File: config.mk
export PLATFORM = sky130hd
export DESIGN_NAME = accel_fifo_packet_parser_flat
export DESIGN_NICKNAME = d
export VERILOG_FILES = /design/src/hdl/afpp_pkg.sv /design/src/hdl/afpp_in_if.sv /design/src/hdl/afpp_out_if.sv /design/src/hdl/afpp_cfg_if.sv /design/src/hdl/afpp_cfg_regs.sv /design/src/hdl/afpp_in_stage.sv /design/src/hdl/afpp_parse.sv /design/src/hdl/afpp_out_reg.sv /design/src/hdl/accel_fifo_packet_parser.sv /design/src/flat_wrapper.sv
export SDC_FILE = /design/constraint.sdc
export NUM_CORES = 1
export LEC_CHECK = 0
export BUFFER_PORTS_ARGS = -buffer_cell sky130_fd_sc_hd__buf_4
export CORE_MARGIN = 5
export CORE_UTILIZATION = 58
export DETAILED_ROUTE_END_ITERATION = 7
export GPL_TIMING_DRIVEN = 0
export PLACE_DENSITY = 0.85
export SETUP_SLACK_MARGIN = 0.2
export SLEW_MARGIN = 25
export SYNTH_ARGS = -nofsm -noshare
export SYNTH_HDL_FRONTEND = slang
export SYNTH_SLANG_ARGS = --single-unit
File: constraint.sdc
create_clock -name clk -period 4.9 [get_ports clk]
set_input_delay 1.225 -clock clk [delete_from_list [all_inputs] [get_ports clk]]
set_output_delay 1.225 -clock clk [all_outputs]
set_load 0.05 [all_outputs]
File: src/hdl/afpp_pkg.sv
// ----------------------------------------------------------------------------
// afpp_pkg
// Types and constants shared by the accelerometer FIFO packet parser.
// ----------------------------------------------------------------------------
package afpp_pkg;

	localparam int BYTE_W      = 8;
	localparam int SAMPLE_W    = 16;
	localparam int AXIS_W      = 2;
	localparam int COUNT_W     = 32;
	localparam int CFG_INDEX_W = 8;

	localparam logic [CFG_INDEX_W-1:0] REG_HEADER_MASK  = CFG_INDEX_W'(0);
	localparam logic [CFG_INDEX_W-1:0] REG_HEADER_MATCH = CFG_INDEX_W'(1);

	localparam logic [BYTE_W-1:0] HEADER_MASK_RST  = 8'hfc;
	localparam logic [BYTE_W-1:0] HEADER_MATCH_RST = 8'h40;

	localparam int FIRST_LOW_POS   = 2;
	localparam int LAST_SAMPLE_POS = 6;

	typedef struct packed {
		logic [BYTE_W-1:0] fifo_byte;
		logic              burst_start;
	} in_word_t;

	typedef struct packed {
		logic                       sample_valid;
		logic signed [SAMPLE_W-1:0] sample_value;
		logic [AXIS_W-1:0]          axis_index;
		logic [COUNT_W-1:0]         good_packets;
		logic [COUNT_W-1:0]         bad_packets;
	} out_word_t;

	typedef struct packed {
		logic [BYTE_W-1:0] header_mask;
		logic [BYTE_W-1:0] header_match;
	} hdr_cfg_t;

endpackage

File: src/hdl/afpp_in_if.sv
// ----------------------------------------------------------------------------
// afpp_in_if
// Byte channel into the parser: valid, ready and one input word.
// ----------------------------------------------------------------------------
interface afpp_in_if;
	import afpp_pkg::*;

	logic     valid;
	logic     ready;
	in_word_t data;

	modport source (output valid, output data, input ready);
	modport sink (input valid, input data, output ready);
endinterface

File: src/hdl/afpp_out_if.sv
// ----------------------------------------------------------------------------
// afpp_out_if
// Result channel out of the parser: valid, ready and one result word.
// ----------------------------------------------------------------------------
interface afpp_out_if;
	import afpp_pkg::*;

	logic      valid;
	logic      ready;
	out_word_t data;

	modport source (output valid, output data, input ready);
	modport sink (input valid, input data, output ready);
endinterface

File: src/hdl/afpp_cfg_if.sv
// ----------------------------------------------------------------------------
// afpp_cfg_if
// Register write channel: valid, ready, register index and write data.
// ----------------------------------------------------------------------------
interface afpp_cfg_if;
	import afpp_pkg::*;

	logic                   valid;
	logic                   ready;
	logic [CFG_INDEX_W-1:0] index;
	logic [BYTE_W-1:0]      data;

	modport source (output valid, output index, output data, input ready);
	modport sink (input valid, input index, input data, output ready);
endinterface

File: src/hdl/afpp_cfg_regs.sv
// ----------------------------------------------------------------------------
// afpp_cfg_regs
// Header mask and match registers, written through the register channel.
// ----------------------------------------------------------------------------
module afpp_cfg_regs (
	input  logic              clk,
	input  logic              arst_n,
	afpp_cfg_if.sink          cfg,
	output afpp_pkg::hdr_cfg_t hdr_cfg
);
	import afpp_pkg::*;

	hdr_cfg_t hdr_cfg_q;

	assign cfg.ready = 1'b1;
	assign hdr_cfg   = hdr_cfg_q;

	always_ff @(posedge clk or negedge arst_n) begin
		if (!arst_n) begin
			hdr_cfg_q.header_mask  <= HEADER_MASK_RST;
			hdr_cfg_q.header_match <= HEADER_MATCH_RST;
		end else if (cfg.valid) begin
			if (cfg.index == REG_HEADER_MASK) begin
				hdr_cfg_q.header_mask <= cfg.data;
			end
			if (cfg.index == REG_HEADER_MATCH) begin
				hdr_cfg_q.header_match <= cfg.data;
			end
		end
	end
endmodule

File: src/hdl/afpp_in_stage.sv
// ----------------------------------------------------------------------------
// afpp_in_stage
// Input register: holds one accepted byte until the parse stage takes it.
// ----------------------------------------------------------------------------
module afpp_in_stage (
	input  logic               clk,
	input  logic               arst_n,
	afpp_in_if.sink            bytes,
	input  logic               advance,
	output logic               valid_s1,
	output afpp_pkg::in_word_t word_s1
);
	import afpp_pkg::*;

	logic valid_q;

	assign bytes.ready = !valid_q || advance;
	assign valid_s1    = valid_q;

	always_ff @(posedge clk or negedge arst_n) begin
		if (!arst_n) begin
			valid_q <= 1'b0;
		end else if (bytes.ready) begin
			valid_q <= bytes.valid;
		end
	end

	always_ff @(posedge clk) begin
		if (bytes.valid && bytes.ready) begin
			word_s1 <= bytes.data;
		end
	end
endmodule

File: src/hdl/afpp_parse.sv
// ----------------------------------------------------------------------------
// afpp_parse
// Packet position, header check, sample assembly and packet counters.
// ----------------------------------------------------------------------------
module afpp_parse #(
	parameter int PACKET_BYTES = 8,
	parameter int COUNTER_BITS = 32
) (
	input  logic                clk,
	input  logic                arst_n,
	input  logic                advance,
	input  afpp_pkg::in_word_t  word_s1,
	input  afpp_pkg::hdr_cfg_t  hdr_cfg,
	output afpp_pkg::out_word_t result
);
	import afpp_pkg::*;

	localparam int POS_W = $clog2(PACKET_BYTES);
	localparam logic [POS_W-1:0] LAST_POS = POS_W'(PACKET_BYTES - 1);

	logic [POS_W-1:0]        pos_q;
	logic                    header_good_q;
	logic [BYTE_W-1:0]       held_high_q;
	logic [COUNTER_BITS-1:0] good_q;
	logic [COUNTER_BITS-1:0] bad_q;

	logic [POS_W-1:0]        pos;
	logic [POS_W-1:0]        pos_off;
	logic                    is_header;
	logic                    good_now;
	logic                    in_sample;
	logic                    take_high;
	logic                    emit;
	logic                    last;
	logic [COUNTER_BITS-1:0] good_next;
	logic [COUNTER_BITS-1:0] bad_next;

	always_comb begin
		pos       = word_s1.burst_start ? '0 : pos_q;
		pos_off   = pos - POS_W'(FIRST_LOW_POS);
		is_header = (pos == '0);
		good_now  = is_header
			? ((word_s1.fifo_byte & hdr_cfg.header_mask) == hdr_cfg.header_match)
			: header_good_q;
		in_sample = !is_header && header_good_q && (pos <= POS_W'(LAST_SAMPLE_POS));
		take_high = in_sample && pos[0];
		emit      = in_sample && !pos[0];
		last      = (pos == LAST_POS);
		good_next = (last && good_now) ? good_q + 1'b1 : good_q;
		bad_next  = (last && !good_now) ? bad_q + 1'b1 : bad_q;

		result.sample_valid = emit;
		result.sample_value = emit ? {held_high_q, word_s1.fifo_byte} : '0;
		result.axis_index   = emit ? pos_off[AXIS_W:1] : '0;
		result.good_packets = COUNT_W'(good_next);
		result.bad_packets  = COUNT_W'(bad_next);
	end

	always_ff @(posedge clk or negedge arst_n) begin
		if (!arst_n) begin
			pos_q         <= '0;
			header_good_q <= 1'b0;
			good_q        <= '0;
			bad_q         <= '0;
		end else if (advance) begin
			pos_q         <= last ? '0 : pos + 1'b1;
			header_good_q <= good_now;
			good_q        <= good_next;
			bad_q         <= bad_next;
		end
	end

	always_ff @(posedge clk) begin
		if (advance && take_high) begin
			held_high_q <= word_s1.fifo_byte;
		end
	end
endmodule

File: src/hdl/afpp_out_reg.sv
// ----------------------------------------------------------------------------
// afpp_out_reg
// Result register: holds one result word until the sink takes it.
// ----------------------------------------------------------------------------
module afpp_out_reg (
	input  logic                clk,
	input  logic                arst_n,
	input  logic                load,
	input  afpp_pkg::out_word_t result,
	output logic                free,
	afpp_out_if.source          samples
);
	import afpp_pkg::*;

	logic      valid_q;
	out_word_t word_q;

	assign free          = !valid_q || samples.ready;
	assign samples.valid = valid_q;
	assign samples.data  = word_q;

	always_ff @(posedge clk or negedge arst_n) begin
		if (!arst_n) begin
			valid_q <= 1'b0;
		end else if (free) begin
			valid_q <= load;
		end
	end

	always_ff @(posedge clk) begin
		if (load) begin
			word_q <= result;
		end
	end
endmodule

File: src/hdl/accel_fifo_packet_parser.sv
// ----------------------------------------------------------------------------
// accel_fifo_packet_parser
// Byte-serial parser for accelerometer FIFO bursts: header check, samples
// and packet counters, one result word per byte.
// An accepted byte is held in the input register, and its result word then in the result register.
// Throughput: one byte per cycle, set by the input and result registers, while the sink takes each result word.
// Reset clears packet position, header flag and counters; the header mask and
// match registers return to 0xfc and 0x40.
// ----------------------------------------------------------------------------
module accel_fifo_packet_parser #(
	parameter int PACKET_BYTES = 8,
	parameter int COUNTER_BITS = 32
) (
	input  logic       clk,
	input  logic       arst_n,
	afpp_in_if.sink    bytes,
	afpp_out_if.source samples,
	afpp_cfg_if.sink   cfg
);
	import afpp_pkg::*;

	hdr_cfg_t  hdr_cfg;
	in_word_t  word_s1;
	out_word_t result;
	logic      valid_s1;
	logic      free;
	logic      advance;

	assign advance = valid_s1 && free;

	afpp_cfg_regs u_cfg_regs (
		.clk     (clk),
		.arst_n  (arst_n),
		.cfg     (cfg),
		.hdr_cfg (hdr_cfg)
	);

	afpp_in_stage u_in_stage (
		.clk      (clk),
		.arst_n   (arst_n),
		.bytes    (bytes),
		.advance  (advance),
		.valid_s1 (valid_s1),
		.word_s1  (word_s1)
	);

	afpp_parse #(
		.PACKET_BYTES (PACKET_BYTES),
		.COUNTER_BITS (COUNTER_BITS)
	) u_parse (
		.clk     (clk),
		.arst_n  (arst_n),
		.advance (advance),
		.word_s1 (word_s1),
		.hdr_cfg (hdr_cfg),
		.result  (result)
	);

	afpp_out_reg u_out_reg (
		.clk     (clk),
		.arst_n  (arst_n),
		.load    (advance),
		.result  (result),
		.free    (free),
		.samples (samples)
	);
endmodule
File: src/flat_wrapper.sv
// flat-port wrapper written by rule: the top's interface ports become plain ports
module accel_fifo_packet_parser_flat import afpp_pkg::*;
#(
	parameter int PACKET_BYTES = 8,
	parameter int COUNTER_BITS = 32
)
  (clk, arst_n, bytes_valid, bytes_data, bytes_ready, samples_valid, samples_data, samples_ready, cfg_valid, cfg_index, cfg_data, cfg_ready);
  afpp_in_if bytes_i ();
  afpp_out_if samples_i ();
  afpp_cfg_if cfg_i ();
  input  logic clk;
  input  logic arst_n;
  input wire logic [$bits(bytes_i.valid)-1:0] bytes_valid;
  input wire logic [$bits(bytes_i.data)-1:0] bytes_data;
  output wire logic [$bits(bytes_i.ready)-1:0] bytes_ready;
  output wire logic [$bits(samples_i.valid)-1:0] samples_valid;
  output wire logic [$bits(samples_i.data)-1:0] samples_data;
  input wire logic [$bits(samples_i.ready)-1:0] samples_ready;
  input wire logic [$bits(cfg_i.valid)-1:0] cfg_valid;
  input wire logic [$bits(cfg_i.index)-1:0] cfg_index;
  input wire logic [$bits(cfg_i.data)-1:0] cfg_data;
  output wire logic [$bits(cfg_i.ready)-1:0] cfg_ready;
  assign bytes_i.valid = bytes_valid;
  assign bytes_i.data = bytes_data;
  assign bytes_ready = bytes_i.ready;
  assign samples_valid = samples_i.valid;
  assign samples_data = samples_i.data;
  assign samples_i.ready = samples_ready;
  assign cfg_i.valid = cfg_valid;
  assign cfg_i.index = cfg_index;
  assign cfg_i.data = cfg_data;
  assign cfg_ready = cfg_i.ready;
  accel_fifo_packet_parser #(.PACKET_BYTES(PACKET_BYTES), .COUNTER_BITS(COUNTER_BITS)) u_core (.clk(clk), .arst_n(arst_n), .bytes(bytes_i), .samples(samples_i), .cfg(cfg_i));
endmodule
==> results of run 1 <==
==> cells in the mapped netlist (all sizes together), types with 3 or more instances <==
library cell and number:
and2 20, dfrtp 79, nor2 36, nand3 48
edfxtp 100, and3 16, a21oi 6, clkbuf 16
dfstp 7, buf 15, nand2 54, xnor2 67
nor4 19, ha 6, nor2b 3, nor3 39
nand4 28, inv 9, mux2 20, nand3b 3
nand2b 5, xor2 61, or3 4
==> path summary, 6_finish.rpt <==
path,startpoint,to,slack (ns)
worst max-delay path,u_core.u_in_stage.word_s1[0],u_core.u_out_reg.samples.data[31],1.75
worst min-delay path,u_core.u_parse.good_q[31],u_core.u_parse.good_q[31],0.50
worst max register to register,u_core.u_in_stage.word_s1[0],u_core.u_out_reg.samples.data[31],1.75
worst min register to register,u_core.u_parse.good_q[31],u_core.u_parse.good_q[31],0.50
max in group asynchronous,arst_n,u_core.u_parse.bad_q[19],3.49
min in group asynchronous,arst_n,u_core.u_parse.good_q[17],0.86
==> layer usage <==
layer | GRT usage | wire length (µm)
met2 | 0.370 | 9290
met1 | 0.301 | 7570
met3 | 0.0500 | 1350
met4 | 0.0998 | 466
met5 | 0 | 0
==> state kept, by name, indices dropped and copies added, names as in the netlist <==
| signal | count |
|---|---|
| u_core.u_cfg_regs.hdr_cfg | 16 |
| u_core.u_in_stage.valid_s1 | 1 |
| u_core.u_in_stage.word_s1 | 9 |
| u_core.u_out_reg.samples.data | 83 |
| u_core.u_out_reg.samples.valid | 1 |
| u_core.u_parse.bad_q | 32 |
| u_core.u_parse.good_q | 32 |
| u_core.u_parse.header_good_q | 1 |
| u_core.u_parse.held_high_q | 8 |
| u_core.u_parse.pos_q | 3 |
==> per-stage QoR <==
stage               hold slack (ns)  cells  area (µm²)
floorplan                     0.441    683        8470
detailed placement            0.479    982        9600
finish                        0.496   1014       10200
CTS                           0.491   1014       10200
global placement              0.463    981        9560
global route                  0.505   1014       10200
==> logic make-up (layout without fill, tap and decap cells) <==
logic type,Yosys count,count (layout),synth area share
mux,20,20,0.0266
buf+inv,41,188,0.0223
xor+xnor,128,128,0.132
simple gates,290,290,0.192
compound gates,11,11,0.00783
other cells,1,1,0.000443
fa+ha+maj,6,6,0.00886
flops,186,186,0.609
==> where the power goes <==
| group | total (µW) | internal [µW] | leakage, µW | switching (µW) |
|---|---|---|---|---|
| sequential | 1780 | 1750 | 0.00214 | 36.9 |
| combinational | 702 | 182 | 0.00194 | 520 |
| clock | 1330 | 726 | 0.000279 | 607 |
| total | 3820 | 2650 | 0.00435 | 1160 |
==> area by class of cell <==
cell class	instances	area (µm²)
flip-flops and latches	186	5160
fillers	1004	4250
multi-input cells	456	3130
repair buffers	115	887
clock buffers	18	439
well taps	184	230
plain buffers	31	155
clock inverters	14	138
inverters	10	37.5
==> impl_metrics.csv, run 1 <==
group,metric,value,unit
outcome,status,"completed",
critical_path,path_delay_family,"simple AND/OR/NAND/NOR gates",
critical_path,cp.required,5.08,ns
critical_path,rr_worst_depth,12,
critical_path,cp-end-kind,"register",
routing,final_antenna_net_count,0,
placement,place_hpwl,13000,µm
pwr,power.density,375,nW/µm²
floorplan,coreArea,14400,µm²
global_route,grt_max_degree,87,
routing,firstDrtPassIters,5,
floorplan,dieHeight,131,µm
sta,finalSetupViolations,0,
sta,report.final.slew_viol_count,0,
clock_network,hold_buffers,0,
logic_synthesis,yosys_register_bits,186,
clock_network,clkTransAtPathRegs,0.07,ns
floorplan,dieArea,17100,µm²
critical_path,slowest_stage,"edfxtp_1",
routing,wl_per_cell,18.4,µm
routing,drc_errors,0,
logic_synthesis,yosysWarnings,0,
sta,period_share,0.643,
floorplan,rows,44,
layout,diodes,0,
clock_network,cts_tree,"built",
sta,relSlewSlack,0.459,
logic_synthesis,netlist_instances,683,
floorplan,start_util,0.588,
placement,portBuffers,114,
sta,clock_skew,0.00939,ns
logic_synthesis,synth_edf_count,100,
critical_path,cp.depth,12,
layout,finish.utilization,0.706,
logic_synthesis,netlist_area,8470,µm²
critical_path,crit_buf_inv,3,
global_route,antenna_found_initial,0,
critical_path,criticalPathCategory,"register to register",
logic_synthesis,async_reset_ff_frac,0.462,
floorplan,ios,116,
layout,final_cell_mix,"buf_4 (114), edfxtp_1 (100), dfrtp_1 (79), xnor2_1 (67), xor2_1 (61)",
pwr,cellLeakagePower,0.00435,µW
logic_synthesis,synth_fp_nets,719,
clock_network,clkLatencyLatePin,0.44,ns
clock_network,cts.path.max_buffers,2,
clock_network,post-cts-setup-buffers,0,
logic_synthesis,synth.largest_area_cell,"edfxtp_1",
pwr,total_power,3820,µW
layout,mostFrequentLayoutCell,"buf_4",
logic_synthesis,ys_types,48,
routing,vias_per_cell,5.74,
run,drv_cap,0,
global_route,overflow,0,
logic_synthesis,synth_area_leaders,"edfxtp_1 (35%), dfrtp_1 (23%), xnor2_1 (6.9%), xor2_1 (6.3%), nand3_1 (2.8%)",
critical_path,critPathMaxStageDelay,0.46,ns
min_path,whs_path_depth,1,
logic_synthesis,yosysTopAreaCellShare,0.354,
min_path,hold_class,"register to register",
logic_synthesis,ys_dominant_reg_cell,"edfxtp_1",
sta,clock.fmax,0.317,GHz
sta,grt_setup_unrepaired,"no",
layout,area_growth,20.1,%
clock_network,htreeDepth,4,
critical_path,startpoint_type,"register",
global_route,grt_pass1_wl,30300,µm
routing,vias,5819,
layout,layout-drive-gt1-share,0.248,
routing,drt_iter0_markers,498,
floorplan,die_w,131,µm
placement,gp_congestion,0.885,
pwr,ir_drop,0.000256,V
clock_network,cts.sinks,186,
sta,period_needed,3.15,ns
critical_path,path_max_fanout,10,
logic_synthesis,syn_area_per_cell,12.4,µm²
routing,detail_route.wirelength,18700,µm
clock_network,cts_root_buf,"clkbuf_16",
global_route,track_usage,0.229,
sta,hold_viol,0,
critical_path,crit_path_cell_trace,"nand2b_1 > inv_1 > ha_1 > ha_1 > buf_2 > nand4_1 > nor2_1 > nand2_1 > or3_1 > clkbuf_1 > nor3_1 > xor2_1",
sta,fin_tns_setup,0,ns
clock_network,cts_made_buffers,17,
global_route,grt_pass1_vias,5939,
critical_path,critical_path_arrival,3.33,ns
sta,worst_pin_slew,0.806,ns
sta,layout_setup_ws,1.75,ns
critical_path,path_common_cell,"ha_1",
clock_network,cts.repair.resized,0,
layout,fin_nets,853,
logic_synthesis,ys_seq_area_frac,0.609,
placement,dp_slack,1.60,ns
Note: power is estimated with default switching activity, not from simulation.
==> inputs of run 2 (changes only) <==
==> constraint.sdc (replaced) <==
create_clock -name clk -period 3.3 [get_ports clk]
set_input_delay 0.825 -clock clk [delete_from_list [all_inputs] [get_ports clk]]
set_output_delay 0.825 -clock clk [all_outputs]
set_load 0.05 [all_outputs]
==> run 2 against run 1 <==
Compared with the run above: first-iteration DRC count rose by 4.2%; design area rose by 0.44%; via count fell by 0.46%; register-to-register slack got worse by 1.4 ns; final cell count did not move; clock-buffer cell count rose by 2; worst hold slack got worse by 0.039 ns; sequential power rose by 49%; sequential share of layout area fell by 0.22 points; die area did not move; clock power rose by 46%; clock skew barely moved.
==> impl_metrics.csv, run 2 (synthesized netlist as in run 1, its figures left out) <==
group,metric,value,unit
layout,mostFrequentLayoutCell,"buf_4",
clock_network,htreeDepth,4,
placement,placed_area,9570,µm²
global_route,grtUsageMet3,0.0553,
clock_network,hold_buffers,0,
clock_network,clkTransAtPathRegs,0.07,ns
routing,drc_errors,0,
floorplan,die_w,131,µm
floorplan,start_util,0.588,
global_route,grt_max_degree,93,
global_route,grt_pass1_wl,30300,µm
layout,layout-drive-gt1-share,0.266,
critical_path,cp.required,3.49,ns
sta,period_share,0.893,
placement,place_hpwl,12800,µm
critical_path,cp-end-kind,"register",
pwr,ir_drop,0.000437,V
floorplan,coreArea,14400,µm²
min_path,hold_class,"input pin to asynchronous set/reset pin",
floorplan,rows,44,
outcome,status,"completed",
routing,vias,5792,
layout,final_cell_mix,"buf_4 (115), edfxtp_1 (100), dfrtp_1 (79), xnor2_1 (67), xor2_1 (61)",
sta,period_needed,2.95,ns
placement,dp_slack,0.0707,ns
critical_path,r2r_end,"u_core.u_out_reg.samples.data[22]",
sta,clock_skew,0.00937,ns
critical_path,rrSetupSlack,0.35,ns
routing,detail_route.wirelength,18900,µm
global_route,overflow,0,
layout,fin_nets,853,
routing,vias_per_cell,5.71,
routing,wl_per_cell,18.7,µm
global_route,track_usage,0.231,
global_route,antenna_found_initial,0,
layout,area_growth,20.6,%
critical_path,startpoint_type,"register",
sta,hold_viol,0,
placement,gp_congestion,0.906,
sta,clock.fmax,0.339,GHz
sta,worst_pin_slew,0.821,ns
placement,portBuffers,114,
critical_path,path_max_fanout,10,
critical_path,rr_worst_depth,11,
clock_network,cts.sinks,186,
routing,firstDrtPassIters,6,
clock_network,cts_made_buffers,17,
pwr,cellLeakagePower,0.00435,µW
global_route,grt_use_met1,0.294,
critical_path,r2r_start,"u_core.u_in_stage.word_s1[0]",
sta,finalSetupViolations,0,
global_route,grt_pass1_vias,5876,
layout,diodes,0,
floorplan,dieHeight,131,µm
routing,final_antenna_net_count,0,
sta,relSlewSlack,0.453,
global_route,busiest_layer,"met2",
clock_network,cts.path.max_buffers,2,
floorplan,dieArea,17100,µm²
critical_path,criticalPathCategory,"register to register",
clock_network,cts_tree,"built",
routing,drt_iter0_markers,519,
sta,grt_setup_unrepaired,"no",
sta,report.final.slew_viol_count,0,
layout,finish.instance_area,10200,µm²
sta,layout_setup_ws,0.352,ns
pwr,power.density,551,nW/µm²
clock_network,clkLatencyLatePin,0.43,ns
clock_network,cts_root_buf,"clkbuf_16",
run,drv_cap,0,
critical_path,critical_path_arrival,3.13,ns
floorplan,ios,116,
layout,largest_reg_flops,83,
global_route,grtUsageMet2,0.393,
## run 2: worst max-delay path: stages (launching register included)
cell and delay, ns:
edfxtp_1 0.42, nand2b_1 0.22, inv_1 0.15, ha_1 0.17
ha_1 0.14, buf_2 0.19, nand4_1 0.18, or2_2 0.39
nor2_1 0.27, clkbuf_2 0.28, nand3_1 0.12, xnor2_1 0.16
## run 2: worst max-delay path by stage
stage / start / end
after global routing: u_core.u_in_stage.word_s1[0] / u_core.u_out_reg.samples.data[18]
after CTS: u_core.u_in_stage.word_s1[0] / u_core.u_out_reg.samples.data[27]
after floorplan: samples_ready / u_core.u_parse.good_q[31]
final: u_core.u_in_stage.word_s1[0] / u_core.u_out_reg.samples.data[22]
after detailed placement: samples_ready / u_core.u_parse.held_high_q[4]
after global placement: samples_ready / u_core.u_parse.good_q[31]
## run 2: where the power goes
part           internal [µW]  switching [µW]
Combinational            268             770
Sequential              2600            56.8
Clock                   1070             874
## run 2: cell type report
class | count | area [µm²]
buffer | 31 | 166
clock inverter | 12 | 115
timing repair buffer | 115 | 867
tap | 184 | 230
clock buffer | 20 | 447
fill | 1002 | 4200
sequential | 186 | 5160
multi-input combinational | 456 | 3200
inverter | 10 | 37.5
## run 2: timing repair
| item | in CTS | in global routing |
|---|---|---|
| setup endpoints to repair | 3 | 36 |
| setup buffers | 0 | 1 |
| pin swaps | 0 | 1 |
| gates resized for setup | 3 | 19 |
## run 2: through the flow
step | utilization | power [µW] | hold slack, ns | TNS (ns) | std cells
4_1_cts | 0.704 | 5640 | 0.483 | 0 | 1013
3_5_place_dp | 0.664 | 3710 | 0.472 | 0 | 981
5_1_grt | 0.709 | 5820 | 0.513 | 0 | 1014
2_1_floorplan | - | 3350 | 0.441 | 0 | 683
6_report | 0.709 | 5630 | 0.457 | 0 | 1014
3_3_place_gp | 0.663 | 3690 | 0.463 | -7.76 | 981
## run 2: metal layers
layer,part of all wire,vias up
met5,0,-
met2,0.52,236
met3,0.073,33
met4,0.020,0
met1,0.39,2841
li1,-,2682
==> inputs of run 3 (changes only) <==
--- a/config.mk
+++ b/config.mk
@@ -7,10 +7,10 @@
 export LEC_CHECK = 0
 export BUFFER_PORTS_ARGS = -buffer_cell sky130_fd_sc_hd__buf_4
 export CORE_MARGIN = 5
-export CORE_UTILIZATION = 58
+export CORE_UTILIZATION = 55
 export DETAILED_ROUTE_END_ITERATION = 7
 export GPL_TIMING_DRIVEN = 0
-export PLACE_DENSITY = 0.85
+export PLACE_DENSITY = 0.82
 export SETUP_SLACK_MARGIN = 0.2
 export SLEW_MARGIN = 25
 export SYNTH_ARGS = -nofsm -noshare
==> run 3 against run 2 <==
Compared with the run above: sequential power is essentially flat; critical path depth grew 1; die area grew 5.0%.
==> impl_metrics.csv, run 3 (synthesized netlist as in run 1, its figures left out) <==
group,metric,value,unit
global_route,antenna_found_initial,0,
sta,clock.fmax,0.336,GHz
layout,fin_nets,855,
critical_path,startpoint_type,"register",
critical_path,cp-startpoint,"u_core.u_in_stage.word_s1[0]",
layout,final_cell_mix,"buf_4 (117), edfxtp_1 (100), dfrtp_1 (79), xnor2_1 (67), xor2_1 (61)",
floorplan,die_w,134,µm
floorplan,coreArea,15100,µm²
routing,drc_errors,0,
placement,portBuffers,114,
outcome,status,"completed",
clock_network,cts_made_buffers,17,
placement,place_hpwl,13100,µm
critical_path,path_max_fanout,10,
sta,fin_tns_setup,0,ns
floorplan,start_util,0.560,
routing,vias,5908,
sta,period_share,0.902,
routing,firstDrtPassIters,5,
clock_network,clkLatencyLatePin,0.44,ns
layout,layout-drive-gt1-share,0.274,
layout,diodes,0,
pwr,combPwrFrac,0.182,
run,drv_cap,0,
layout,finish.utilization,0.681,
global_route,grt_pass1_vias,5926,
layout,area_growth,21.7,%
layout,largest_reg_flops,83,
floorplan,dieArea,18000,µm²
critical_path,r2r_start,"u_core.u_in_stage.word_s1[0]",
clock_network,cts.sinks,186,
sta,worst_pin_slew,0.949,ns
critical_path,rrSetupSlack,0.32,ns
clock_network,cts_tree,"built",
layout,finish.instance_area,10300,µm²
layout,mostFrequentLayoutCell,"buf_4",
min_path,hold_class,"input pin to asynchronous set/reset pin",
sta,layout_setup_ws,0.324,ns
sta,period_needed,2.98,ns
placement,dp_slack,0.130,ns
global_route,grt_pass1_wl,30900,µm
routing,final_antenna_net_count,0,
pwr,switching_share,0.308,
routing,drt_iter0_markers,579,
clock_network,clkTransAtPathRegs,0.07,ns
pwr,power.density,562,nW/µm²
critical_path,critical_path_arrival,3.34,ns
sta,hold_viol,0,
global_route,overflow,0,
global_route,grt_max_degree,93,
clock_network,cts.path.max_buffers,2,
sta,grt_setup_unrepaired,"no",
sta,worst_hold_slack,0.437,ns
clock_network,cts_root_buf,"clkbuf_16",
pwr,intPower,4010,µW
pwr,p_sw,1790,µW
critical_path,criticalPathCategory,"register to register",
critical_path,cp-end-kind,"register",
routing,wl_per_cell,18.8,µm
routing,vias_per_cell,5.79,
critical_path,cp.required,3.66,ns
placement,gp_congestion,0.895,
global_route,track_usage,0.220,
pwr,p_seq_frac,0.457,
floorplan,rows,45,
routing,detail_route.wirelength,19200,µm
clock_network,htreeDepth,4,
clock_network,hold_buffers,0,
sta,clock_skew,0.00750,ns
floorplan,dieHeight,134,µm
pwr,pwr-share-clk,0.361,
sta,finalSetupViolations,0,
sta,relSlewSlack,0.368,
placement,placed_area,9580,µm²
pwr,ir_drop,0.000405,V
pwr,cellLeakagePower,0.00441,µW
sta,report.final.slew_viol_count,0,
floorplan,ios,116,
==> run 3: changes by cell type in the layout (fill, tap and decap cells not counted), moves of 2 or more <==
cell        before  now
nor4_4           2    5
buf_4          115  117
inv_6            3    7
clkinv_2         2    0
clkbuf_1        13   11
nor4_2          11    7
clkinvlp_4       3    1
inv_8            0    3
==> run 3: metal layers <==
metal,wire (µm),up-vias,track usage,share of wire
met4,498,0,0.0865,0.026
met2,9650,257,0.365,0.50
li1,-,2689,-,-
met1,7650,2915,0.280,0.40
met3,1390,47,0.0548,0.073
met5,0,-,0,0
==> run 3: power groups by stage <==
stage	Combinational, µW	Sequential (µW)	Clock [µW]
6_report	1060	2650	2100
5_1_grt	1110	2660	2220
4_1_cts	1040	2650	2110
3_5_place_dp	1030	2700	0
3_3_place_gp	1000	2700	0
2_1_floorplan	394	2960	0
==> run 3: critical path, cell delays in order (launching register included) <==
cell and delay, ns:
edfxtp_1 0.49, nand2b_2 0.26, inv_2 0.10, ha_1 0.15, ha_1 0.13, buf_2 0.19, nand4_1 0.23, nor2_4 0.19
nand2_1 0.07, or3_1 0.35, buf_2 0.24, nor4_4 0.32, xor2_1 0.18
==> run 3: what timing repair did <==
item                       4_1_cts  5_1_grt
pin swaps                        0        1
gates resized for setup          5       20
setup endpoints to repair       14       30
hold endpoints to repair         0        0
buffers inserted                 0        3
==> run 3: stage by stage <==
step	power, µW	instances
detailed placement	3730	985
finish	5800	1020
global placement	3700	985
floorplan	3350	683
CTS	5800	1017
global route	5990	1020
==> run 3: layout make-up <==
type	instances	area [µm²]
plain buffers	31	166
clock buffers	17	425
clock inverters	15	180
fillers	1060	4830
inverters	10	37.5
multi-input cells	456	3230
flip-flops and latches	186	5160
well taps	188	235
repair buffers	117	882
==> run 3: final timing paths <==
kind | end | depth (start not counted)
worst max-delay path | u_core.u_parse.bad_q[27] | 12
min in group clk | u_core.u_parse.good_q[30] | 1
worst max register to register | u_core.u_parse.bad_q[27] | 12
worst min register to register | u_core.u_parse.good_q[30] | 1
max in group asynchronous | u_core.u_parse.bad_q[31] | 1
worst min-delay path | u_core.u_parse.good_q[19] | 1
